**src/rtl/cfb_pkg.sv**
```systemverilog
// Shared constants, types and the CRC-32/MPEG-2 byte step for the frame core.
`timescale 1ns / 1ps
package cfb_pkg;

  localparam int RX_FRAME_BYTES   = 8;
  localparam int RX_PAYLOAD_BYTES = RX_FRAME_BYTES - 4;
  localparam int RX_POS_W         = $clog2(RX_FRAME_BYTES);

  localparam logic [31:0] CRC_INIT  = 32'hFFFF_FFFF;
  localparam logic [31:0] CRC_POLY  = 32'h04C1_1DB7;
  localparam logic [7:0]  TX_HEADER = 8'hAA;

  localparam logic KIND_TX = 1'b0;
  localparam logic KIND_RX = 1'b1;

  localparam logic REQ_RX = 1'b0;
  localparam logic REQ_TX = 1'b1;

  localparam logic [2:0] TX_CRC_WORDS = 3'd4;

  // one result word plus the CRC bytes still to follow it
  typedef struct packed {
    logic        kind;
    logic [7:0]  data;
    logic        last;
    logic        ok;
    logic [7:0]  command;
    logic [7:0]  process;
    logic [31:0] tail;
    logic [2:0]  count;
  } res_t;

  function automatic logic [31:0] crc_byte(input logic [31:0] crc, input logic [7:0] b);
    logic [31:0] c;
    c = crc ^ {b, 24'd0};
    for (int k = 0; k < 8; k++) begin
      c = {c[30:0], 1'b0} ^ (c[31] ? CRC_POLY : 32'd0);
    end
    return c;
  endfunction

endpackage

```
**src/rtl/cfb_out_stage.sv**
```systemverilog
// Result register: holds one word and steps through the trailing CRC bytes.
`timescale 1ns / 1ps
module cfb_out_stage import cfb_pkg::*; (
  input  logic       clk,
  input  logic       rst,
  input  logic       load,
  input  res_t       load_word,
  output logic       room,
  output logic       out_valid,
  input  logic       out_stall,
  output logic       out_kind,
  output logic [7:0] out_byte,
  output logic       out_last,
  output logic       frame_ok,
  output logic [7:0] command_code,
  output logic [7:0] process_code
);

  logic ov;
  res_t word;
  logic take;

  assign take = ov && !out_stall;
  assign room = !ov || (take && word.count == 3'd0);

  always_ff @(posedge clk) begin
    if (rst) begin
      ov <= 1'b0;
    end else if (load) begin
      ov <= 1'b1;
    end else if (take && word.count == 3'd0) begin
      ov <= 1'b0;
    end
  end

  always_ff @(posedge clk) begin
    if (load) begin
      word <= load_word;
    end else if (take && word.count != 3'd0) begin
      word.data  <= word.tail[7:0];
      word.tail  <= {8'd0, word.tail[31:8]};
      word.count <= word.count - 3'd1;
      word.last  <= (word.count == 3'd1);
    end
  end

  assign out_valid    = ov;
  assign out_kind     = word.kind;
  assign out_byte     = word.data;
  assign out_last     = word.last;
  assign frame_ok     = word.ok;
  assign command_code = word.command;
  assign process_code = word.process;

  a_load_room: assert property (@(posedge clk) disable iff (rst) load |-> room)
    else $error("result loaded while register busy");
  a_tail_kind: assert property (@(posedge clk) disable iff (rst)
    (ov && word.count != 3'd0) |-> (word.kind == KIND_TX && !word.last))
    else $error("CRC tail on a non-transmit word");
  a_tail_step: assert property (@(posedge clk) disable iff (rst)
    (take && word.count != 3'd0 && !load) |=> (ov && word.count == $past(word.count) - 3'd1))
    else $error("CRC tail did not advance");

endmodule

```
**src/rtl/crc32_frame_check_and_build_core.sv**
```systemverilog
// Top level of the CRC-32/MPEG-2 frame checker and frame builder.
// One input word is taken per cycle into an input register while in_stall is low
// and is handled there. A receive byte inside a frame causes no output and never
// waits on the output side; the last byte of a receive frame and each transmit
// byte load the one result register. A transmit byte marked last occupies it for
// five output words (the byte, or the header if it opens a frame, then four CRC
// bytes, low byte first), so a following word that loads a result stalls behind
// it; otherwise the rate is one word per cycle, limited only by output stall.
`timescale 1ns / 1ps
module crc32_frame_check_and_build_core import cfb_pkg::*; (
  input  logic       clk,
  input  logic       rst,
  input  logic       in_valid,
  output logic       in_stall,
  input  logic       req_type,
  input  logic [7:0] data_byte,
  input  logic       payload_last,
  output logic       out_valid,
  input  logic       out_stall,
  output logic       out_kind,
  output logic [7:0] out_byte,
  output logic       out_last,
  output logic       frame_ok,
  output logic [7:0] command_code,
  output logic [7:0] process_code
);

  localparam logic [RX_POS_W-1:0] POS_LAST    = RX_POS_W'(RX_FRAME_BYTES - 1);
  localparam logic [RX_POS_W-1:0] POS_PAYLOAD = RX_POS_W'(RX_PAYLOAD_BYTES);
  localparam logic [RX_POS_W-1:0] POS_CMD     = RX_POS_W'(1);
  localparam logic [RX_POS_W-1:0] POS_PROC    = RX_POS_W'(2);

  logic       iv;
  logic       in_req;
  logic [7:0] in_data;
  logic       in_plast;

  logic [31:0]         rx_crc;
  logic [RX_POS_W-1:0] rx_position;
  logic                rx_mismatch;
  logic [7:0]          rx_pending_command;
  logic [7:0]          rx_pending_process;
  logic [7:0]          held_command;
  logic [7:0]          held_process;
  logic [31:0]         tx_crc;
  logic                tx_at_start;

  logic                has_result;
  logic                room;
  logic                fire;
  logic                load;
  res_t                load_word;
  logic [31:0]         rx_crc_next;
  logic [31:0]         tx_crc_next;
  logic [1:0]          crc_sel_full;
  logic [7:0]          crc_sel;
  logic                byte_bad;
  logic                frame_end;
  logic                ok;

  assign frame_end  = (rx_position == POS_LAST);
  assign has_result = (in_req == REQ_TX) || frame_end;
  assign fire       = iv && (!has_result || room);
  assign load       = fire && has_result;
  assign in_stall   = iv && !fire;

  always_ff @(posedge clk) begin
    if (rst) begin
      iv <= 1'b0;
    end else if (in_valid && !in_stall) begin
      iv <= 1'b1;
    end else if (fire) begin
      iv <= 1'b0;
    end
  end

  always_ff @(posedge clk) begin
    if (in_valid && !in_stall) begin
      in_req   <= req_type;
      in_data  <= data_byte;
      in_plast <= payload_last;
    end
  end

  assign rx_crc_next  = crc_byte(rx_crc, in_data);
  assign tx_crc_next  = crc_byte(tx_crc, in_data);
  assign crc_sel_full = 2'(rx_position - POS_PAYLOAD);

  always_comb begin
    case (crc_sel_full)
      2'd0:    crc_sel = rx_crc[7:0];
      2'd1:    crc_sel = rx_crc[15:8];
      2'd2:    crc_sel = rx_crc[23:16];
      default: crc_sel = rx_crc[31:24];
    endcase
  end

  assign byte_bad = (rx_position >= POS_PAYLOAD) && (crc_sel != in_data);
  assign ok       = !(rx_mismatch || byte_bad);

  always_comb begin
    load_word = '0;
    if (in_req == REQ_TX) begin
      load_word.kind    = KIND_TX;
      load_word.data    = tx_at_start ? TX_HEADER : in_data;
      load_word.last    = !in_plast;
      load_word.ok      = 1'b0;
      load_word.command = held_command;
      load_word.process = held_process;
      load_word.tail    = tx_crc_next;
      load_word.count   = in_plast ? TX_CRC_WORDS : 3'd0;
    end else begin
      load_word.kind    = KIND_RX;
      load_word.data    = 8'd0;
      load_word.last    = 1'b1;
      load_word.ok      = ok;
      load_word.command = ok ? rx_pending_command : held_command;
      load_word.process = ok ? rx_pending_process : held_process;
      load_word.tail    = 32'd0;
      load_word.count   = 3'd0;
    end
  end

  always_ff @(posedge clk) begin
    if (rst) begin
      rx_crc             <= CRC_INIT;
      rx_position        <= '0;
      rx_mismatch        <= 1'b0;
      rx_pending_command <= 8'd0;
      rx_pending_process <= 8'd0;
      held_command       <= 8'd0;
      held_process       <= 8'd0;
      tx_crc             <= CRC_INIT;
      tx_at_start        <= 1'b1;
    end else if (fire) begin
      if (in_req == REQ_RX) begin
        if (frame_end) begin
          if (ok) begin
            held_command <= rx_pending_command;
            held_process <= rx_pending_process;
          end
          rx_crc      <= CRC_INIT;
          rx_position <= '0;
          rx_mismatch <= 1'b0;
        end else begin
          if (rx_position < POS_PAYLOAD) begin
            rx_crc <= rx_crc_next;
            if (rx_position == POS_CMD) begin
              rx_pending_command <= in_data;
            end
            if (rx_position == POS_PROC) begin
              rx_pending_process <= in_data;
            end
          end else if (byte_bad) begin
            rx_mismatch <= 1'b1;
          end
          rx_position <= rx_position + RX_POS_W'(1);
        end
      end else begin
        if (in_plast) begin
          tx_crc      <= CRC_INIT;
          tx_at_start <= 1'b1;
        end else begin
          tx_crc      <= tx_crc_next;
          tx_at_start <= 1'b0;
        end
      end
    end
  end

  cfb_out_stage u_out (
    .clk          (clk),
    .rst          (rst),
    .load         (load),
    .load_word    (load_word),
    .room         (room),
    .out_valid    (out_valid),
    .out_stall    (out_stall),
    .out_kind     (out_kind),
    .out_byte     (out_byte),
    .out_last     (out_last),
    .frame_ok     (frame_ok),
    .command_code (command_code),
    .process_code (process_code)
  );

  a_stall_held: assert property (@(posedge clk) disable iff (rst) in_stall |-> (iv && has_result))
    else $error("input stalled without a pending result");
  a_pos_range: assert property (@(posedge clk) disable iff (rst) rx_position <= POS_LAST)
    else $error("receive position out of range");
  a_tx_restart: assert property (@(posedge clk) disable iff (rst)
    (fire && in_req == REQ_TX && in_plast) |=> (tx_at_start && tx_crc == CRC_INIT))
    else $error("transmit state not restarted after last byte");

endmodule
```
**config.mk**
```make
export PLATFORM = sky130hd
export DESIGN_NAME = crc32_frame_check_and_build_core
export DESIGN_NICKNAME = d
export VERILOG_FILES = /design/src/rtl/cfb_pkg.sv /design/src/rtl/cfb_out_stage.sv /design/src/rtl/crc32_frame_check_and_build_core.sv
export SDC_FILE = /design/constraint.sdc
export NUM_CORES = 1
export LEC_CHECK = 0
export BUFFER_PORTS_ARGS = -buffer_cell sky130_fd_sc_hd__buf_2
export CAP_MARGIN = 20
export CORE_ASPECT_RATIO = 0.75
export CORE_MARGIN = 2
export CORE_UTILIZATION = 56
export DETAILED_ROUTE_END_ITERATION = 10
export GPL_ROUTABILITY_DRIVEN = 0
export GPL_TIMING_DRIVEN = 1
export PLACE_DENSITY = 0.8
export SETUP_SLACK_MARGIN = 0.1
export SLEW_MARGIN = 20
export SYNTH_ARGS = -nofsm -noshare
export SYNTH_HDL_FRONTEND = slang
export SYNTH_HIERARCHICAL = 1
export SYNTH_SLANG_ARGS = --single-unit
```
**constraint.sdc**
```tcl
create_clock -name clk -period 3.5 [get_ports clk]
set_input_delay 0.7 -clock clk [delete_from_list [all_inputs] [get_ports clk]]
set_output_delay 0.7 -clock clk [all_outputs]
set_load 0.1 [all_outputs]
```
# After elaboration in Yosys (flattened, before gate mapping)
# Cells that the tools add are included.
[word_totals]
output_inout_bits = 29
latchBits = 0
word_cells = 127
in_bits = 14
mem_bits_rw = 0
romBits = 0
n_memories = 0
ff_bits = 175
[op_classes]
order_cmp = 2
n_addsub = 3
bitwise_logic = 20
shift = 0
mux = 38
reduce_logical = 34
eq_ne = 8
mul = 0
n_div = 0
[op_table]
columns = ["op", "n"]
rows = [
  ["bitwise XOR 32 x 27 -> 32 bit", 16],
  ["2-to-1 mux 27 bit", 16],
  ["2-to-1 mux 32 bit", 3],
  ["2-to-1 mux 35 bit", 2],
  ["bitwise XOR 32 bit", 2],
  ["2-to-1 mux 62 bit", 1],
  ["2-to-1 mux 8 bit", 3],
  ["case mux 8 bit (3 select lines)", 1],
  ["2-to-1 mux 9 bit", 2],
  ["AND reduction 5 bit", 2],
  ["nonzero test 2 bit", 5],
  ["logical AND 1 bit", 8],
  ["2-to-1 mux 1 bit", 8],
  ["inequality test 8 bit", 1],
  ["logical NOT 1 bit", 7],
  ["equality test 3 x 1 -> 1 bit, second input constant", 2],
  ["2-to-1 mux 3 bit", 2],
  ["AND reduction 3 bit", 2],
  ["logical OR 1 bit", 4],
  ["AND reduction 2 bit", 2],
  ["AND reduction 4 bit", 1],
  ["adder 3 x 1 -> 3 bit, second input constant", 1],
  ["equality test 3 x 2 -> 1 bit, second input constant", 1],
  ["equality test 3 bit, second input constant", 1],
  ["11 further kinds", 12],
]

# Longest topological paths before layout
[depth]
word_depth = 19
ltp_mapped = 12
depth_no_buf = 9

# Hierarchy
# Netlist, hierarchy kept.
[by_module_without_submodules]
columns = ["module", "instances", "cells_per_inst", "seq_area_each_um2", "area_each_um2"]
rows = [
  ["crc32_frame_check_and_build_core", 1, 697, 2342.2, 6442.4],
  ["cfb_out_stage", 1, 154, 1881.8, 2688.8],
]

# Worst setup path after synthesis
# OpenSTA, ideal clock, no wires.
[synth_timing]
kind = "register to register"
startpoint = "register rx_position[0]"
endpoint = "register u_out.word, in the netlist u_out/out_byte[0] (enable)"
setup_ns = 0.385
stages_incl_launch_ff = 10
slack_ns = -0.117
synth_period_minus_slack_ns = 3.617
required_ns = 3.115
arrival_ns = 3.233
path_buffers = 3
cell_sequence = "dfxtp_1 > ha_1 > ha_1 > nor2_1 > o21ai_1 > clkbuf_1 > nor2_1 > buf_6 > buf_6 > a31o_2"
[synth_between]
elab_chain_cells = 7
[synth_rtl]
columns = ["item", "line", "rtl"]
rows = [
  ["from (decl)", "crc32_frame_check_and_build_core.sv:39", "logic [RX_POS_W-1:0] rx_position;"],
  ["from (signal assigned)", "crc32_frame_check_and_build_core.sv:157", "rx_position <= rx_position + RX_POS_W'(1);"],
  ["equality test 3 bit (*)", "crc32_frame_check_and_build_core.sv:61", "assign frame_end = (rx_position == POS_LAST);"],
  ["logical OR 1 bit (*)", "crc32_frame_check_and_build_core.sv:62", "assign has_result = (in_req == REQ_TX) || frame_end;"],
  ["logical NOT 1 bit", "crc32_frame_check_and_build_core.sv:63", "assign fire = iv && (!has_result || room);"],
  ["logical OR 1 bit", "crc32_frame_check_and_build_core.sv:63", ""],
  ["logical AND 1 bit", "crc32_frame_check_and_build_core.sv:63", ""],
  ["logical AND 1 bit (*)", "crc32_frame_check_and_build_core.sv:64", "assign load = fire && has_result;"],
  ["net load", "crc32_frame_check_and_build_core.sv:51", "logic load;"],
  ["nonzero test 2 bit (no line) (*)", "-", ""],
  ["to (signal assigned)", "cfb_out_stage.sv:38", "word <= load_word;"],
  ["to (decl)", "cfb_out_stage.sv:20", "res_t word;"],
]
# The timed path passes the listed nets; every way through them passes the cells marked *.
# A chain may end at the register's enable or synchronous reset.

# Worst setup path after layout
[layout_timing]
startpoint = "register rx_position[0]"
endpoint = "output in_stall"
[layout_between]
elab_chain_cells = 7
[layout_rtl]
columns = ["item", "line", "rtl"]
rows = [
  ["equality test 3 bit", "crc32_frame_check_and_build_core.sv:61", ""],
  ["logical OR 1 bit", "crc32_frame_check_and_build_core.sv:62", ""],
  ["logical NOT 1 bit", "crc32_frame_check_and_build_core.sv:63", ""],
  ["logical OR 1 bit", "crc32_frame_check_and_build_core.sv:63", ""],
  ["logical AND 1 bit", "crc32_frame_check_and_build_core.sv:63", ""],
  ["logical NOT 1 bit", "crc32_frame_check_and_build_core.sv:65", "assign in_stall = iv && !fire;"],
  ["logical AND 1 bit", "crc32_frame_check_and_build_core.sv:65", ""],
  ["to (decl)", "crc32_frame_check_and_build_core.sv:14", "output logic in_stall,"],
]
# Every way passes these cells.

==> results.sh <==
export IMPL_drtIter0Drc=634
export IMPL_grt_pass1_wl_um=32260
export IMPL_vias=6125
export IMPL_path_cells="ha_1 -> ha_1 -> nor2_1 -> nor2_1 -> nand2_1 -> inv_1 -> buf_2"
export IMPL_fin_nets=889
export IMPL_path_class="reg2out"
export IMPL_tns_ns=0
export IMPL_start_util_pct=57.19
export IMPL_r2r_start="rx_position[0]"
export IMPL_whs_path_depth=1
export IMPL_num_fill_cells=1256
export IMPL_dieArea_um2=17350
export IMPL_final_common_cell="dfxtp_1"
export IMPL_drc=0
export IMPL_syn_to_final_growth_pct=9.577
export IMPL_firstDrtPassIters=6
export IMPL_postCtsSetupBuffers=0
export IMPL_finalHoldViolCount=0
export IMPL_cap_viol_max_count=0
export IMPL_synth_cell_types=50
export IMPL_startpoint="rx_position[0]"
export IMPL_critPathMaxStageDelay_ns=0.42
export IMPL_synth_top_area_share_pct=23.68
export IMPL_cp_depth=7
export IMPL_slew_violations=0
export IMPL_worstSkewPairLatency_ns=0.43
export IMPL_powerDensity_nw_per_um2=556.3
export IMPL_grt_setup_unrepaired="false"
export IMPL_ys_warn_count=6
export IMPL_die_width_um=151.5
export IMPL_postRouteAntennaNets=0
export IMPL_fp_row_count=40
export IMPL_period_share_pct=87.00
export IMPL_yosysSeqAreaShare_pct=46.26
export IMPL_core_area_um2=15970
export IMPL_ys_flop_type="dfxtp_1"
export IMPL_grt_overflow=0
export IMPL_final_cell_mix="dfxtp_1, xnor2_1, edfxtp_1"
export IMPL_grt_pass1_vias=5903
export IMPL_avgRoutedWirePerCell_um=18.32
export IMPL_required_ns=2.80
export IMPL_relSlewSlack_pct=50.39
export IMPL_synth_top_area_cell="edfxtp_1"
export IMPL_cts_hold_buffers=0
export IMPL_cts_sinks=175
export IMPL_synthArstFlopShare_pct=0
export IMPL_cts_root_buffer="clkbuf_16"
export IMPL_htree_levels=4
export IMPL_synth_area_leaders="edfxtp_1, dfxtp_1, xnor2_1"
export IMPL_worstHoldPathType="in2reg"
export IMPL_worst_slew_pin_slew_ns=0.7389
export IMPL_ir_drop_mv=0.3154
export IMPL_setup_violations_final=0
export IMPL_startpoint_type="register"
export IMPL_fin_crit_ns=3.045
export IMPL_cts_resized=0
export IMPL_grtUsageTotal_pct=24.52
export IMPL_antenna_found_initial=0
export IMPL_dp_hpwl_um=13280
export IMPL_drive_gt1_share_pct=19.91
export IMPL_io_pins=43
export IMPL_syn_area_um2=9131
export IMPL_numPortBuffers=42
export IMPL_cts_made_buffers=17
export IMPL_status="completed"
export IMPL_wirelength_um=19950
export IMPL_hp_start="data_byte[2]"
export IMPL_critPathSlowestCell="buf_2"
export IMPL_clockBufferDepth=2
export IMPL_diodes=0
export IMPL_vias_per_cell=5.624
export IMPL_total_power_uw=5566
export IMPL_clk_pin_slew_ns=0.07
export IMPL_max_freq_mhz=328.4
export IMPL_crit_fanout=10
export IMPL_path_delay_family="adder cells"
export IMPL_syn_inst=851
export IMPL_worst_path_buf_inv=2
export IMPL_critical_path_arrival_ns=2.34
export IMPL_fp_dieH_um=114.6
export IMPL_p_leak_uw=0.003808
export IMPL_synth_seq_cells=175
export IMPL_rr_worst_depth=8
export IMPL_synth_edf_count=72
export IMPL_syn_area_per_cell_um2=10.73
export IMPL_grt_max_degree=53
export IMPL_cts_tree="yes"
export IMPL_cp_end_kind="output port"
export IMPL_clock_skew_ns=0.01094
-- cell usage after synthesis, types with 2 or more instances --
cell type	n
mux2_2	46
o21ai_0	19
inv_1	24
xnor2_2	12
o21ai_1	3
nor2_1	52
a211oi_1	2
nand2_1	54
clkbuf_1	34
buf_2	8
nor3_1	9
xor2_2	4
ha_1	9
buf_6	6
xor2_1	27
a222oi_1	8
nand2b_1	57
mux2i_1	33
xnor2_1	100
o21bai_1	3
o211ai_1	7
nand3_1	14
dfxtp_1	103
a21oi_1	30
edfxtp_1	72
nand4_1	5
o22ai_1	23
buf_4	25
mux2_4	2
xnor2_4	7
nor2b_1	9
and2_1	26
-- final timing paths --
path,end,slack [ns]
setup reg to reg,u_out/process_code[1],0.50
hold reg to reg,held_command[3],0.47
setup / recovery,in_stall,0.46
hold / removal,in_data[2],0.44
-- power breakdown --
part	internal (uW)	switching, uW	total [uW]
Sequential	2220	90.2	2310
Clock	1110	808	1920
Combinational	585	749	1330
Total	3920	1650	5570
-- stage by stage --
step                std cells  utilization [%]  instance area, um^2  hold slack (ns)  setup slack, ns
detailed placement       1057            58.97                 9414           0.4661           0.6414
finish                   1089            62.67                10010           0.4393           0.4550
floorplan                 852                -                 9138           0.4452           0.1619
global placement         1057            58.97                 9414           0.4573           0.7527
CTS                      1089            62.67                10010           0.4233           0.4741
global route             1089            62.67                10010           0.4179           0.3479
-- kinds of logic (layout without fill, tap and decap cells) --
kind of cell	count (synthesis)	after routing	share of synthesized area [%]
adders and majority gates	9	9	1.233
muxes	81	81	9.619
AOI/OAI and AO/OA	102	102	6.947
buffers and inverters	100	127	5.864
xor gates and xnor gates	150	150	17.14
other	1	2	0.04107
DFF	175	175	46.26
and+or+nand+nor	233	233	12.89
-- per-layer routing --
metal | track usage [%] | wire, um
met1 | 37.64 | 9511
met4 | 7.726 | 273
met3 | 5.299 | 1572
met5 | 0 | 0
met2 | 34.24 | 8589
-- registers in the layout (all words and copies together) (netlist names), 3 cells and up --
register and flops:
u_out/word 35, rx_crc 32, tx_crc 32, held_command 8
held_process 8, in_data 8, rx_pending_command 8, rx_pending_process 8
u_out/command_code 8, u_out/out_byte 8, u_out/process_code 8, rx_position 3
-- cell type report --
type	count	area, um^2	area share (%)
repair buffers	70	445.4	4.452
clock buffers	23	469.2	4.689
clock inverters	9	122.6	1.225
well taps	210	262.8	2.626
inverters	25	93.84	0.9379
multi-input cells	577	4388	43.85
flip-flops and latches	175	4224	42.22
Note: power is estimated with default switching activity, not from simulation.
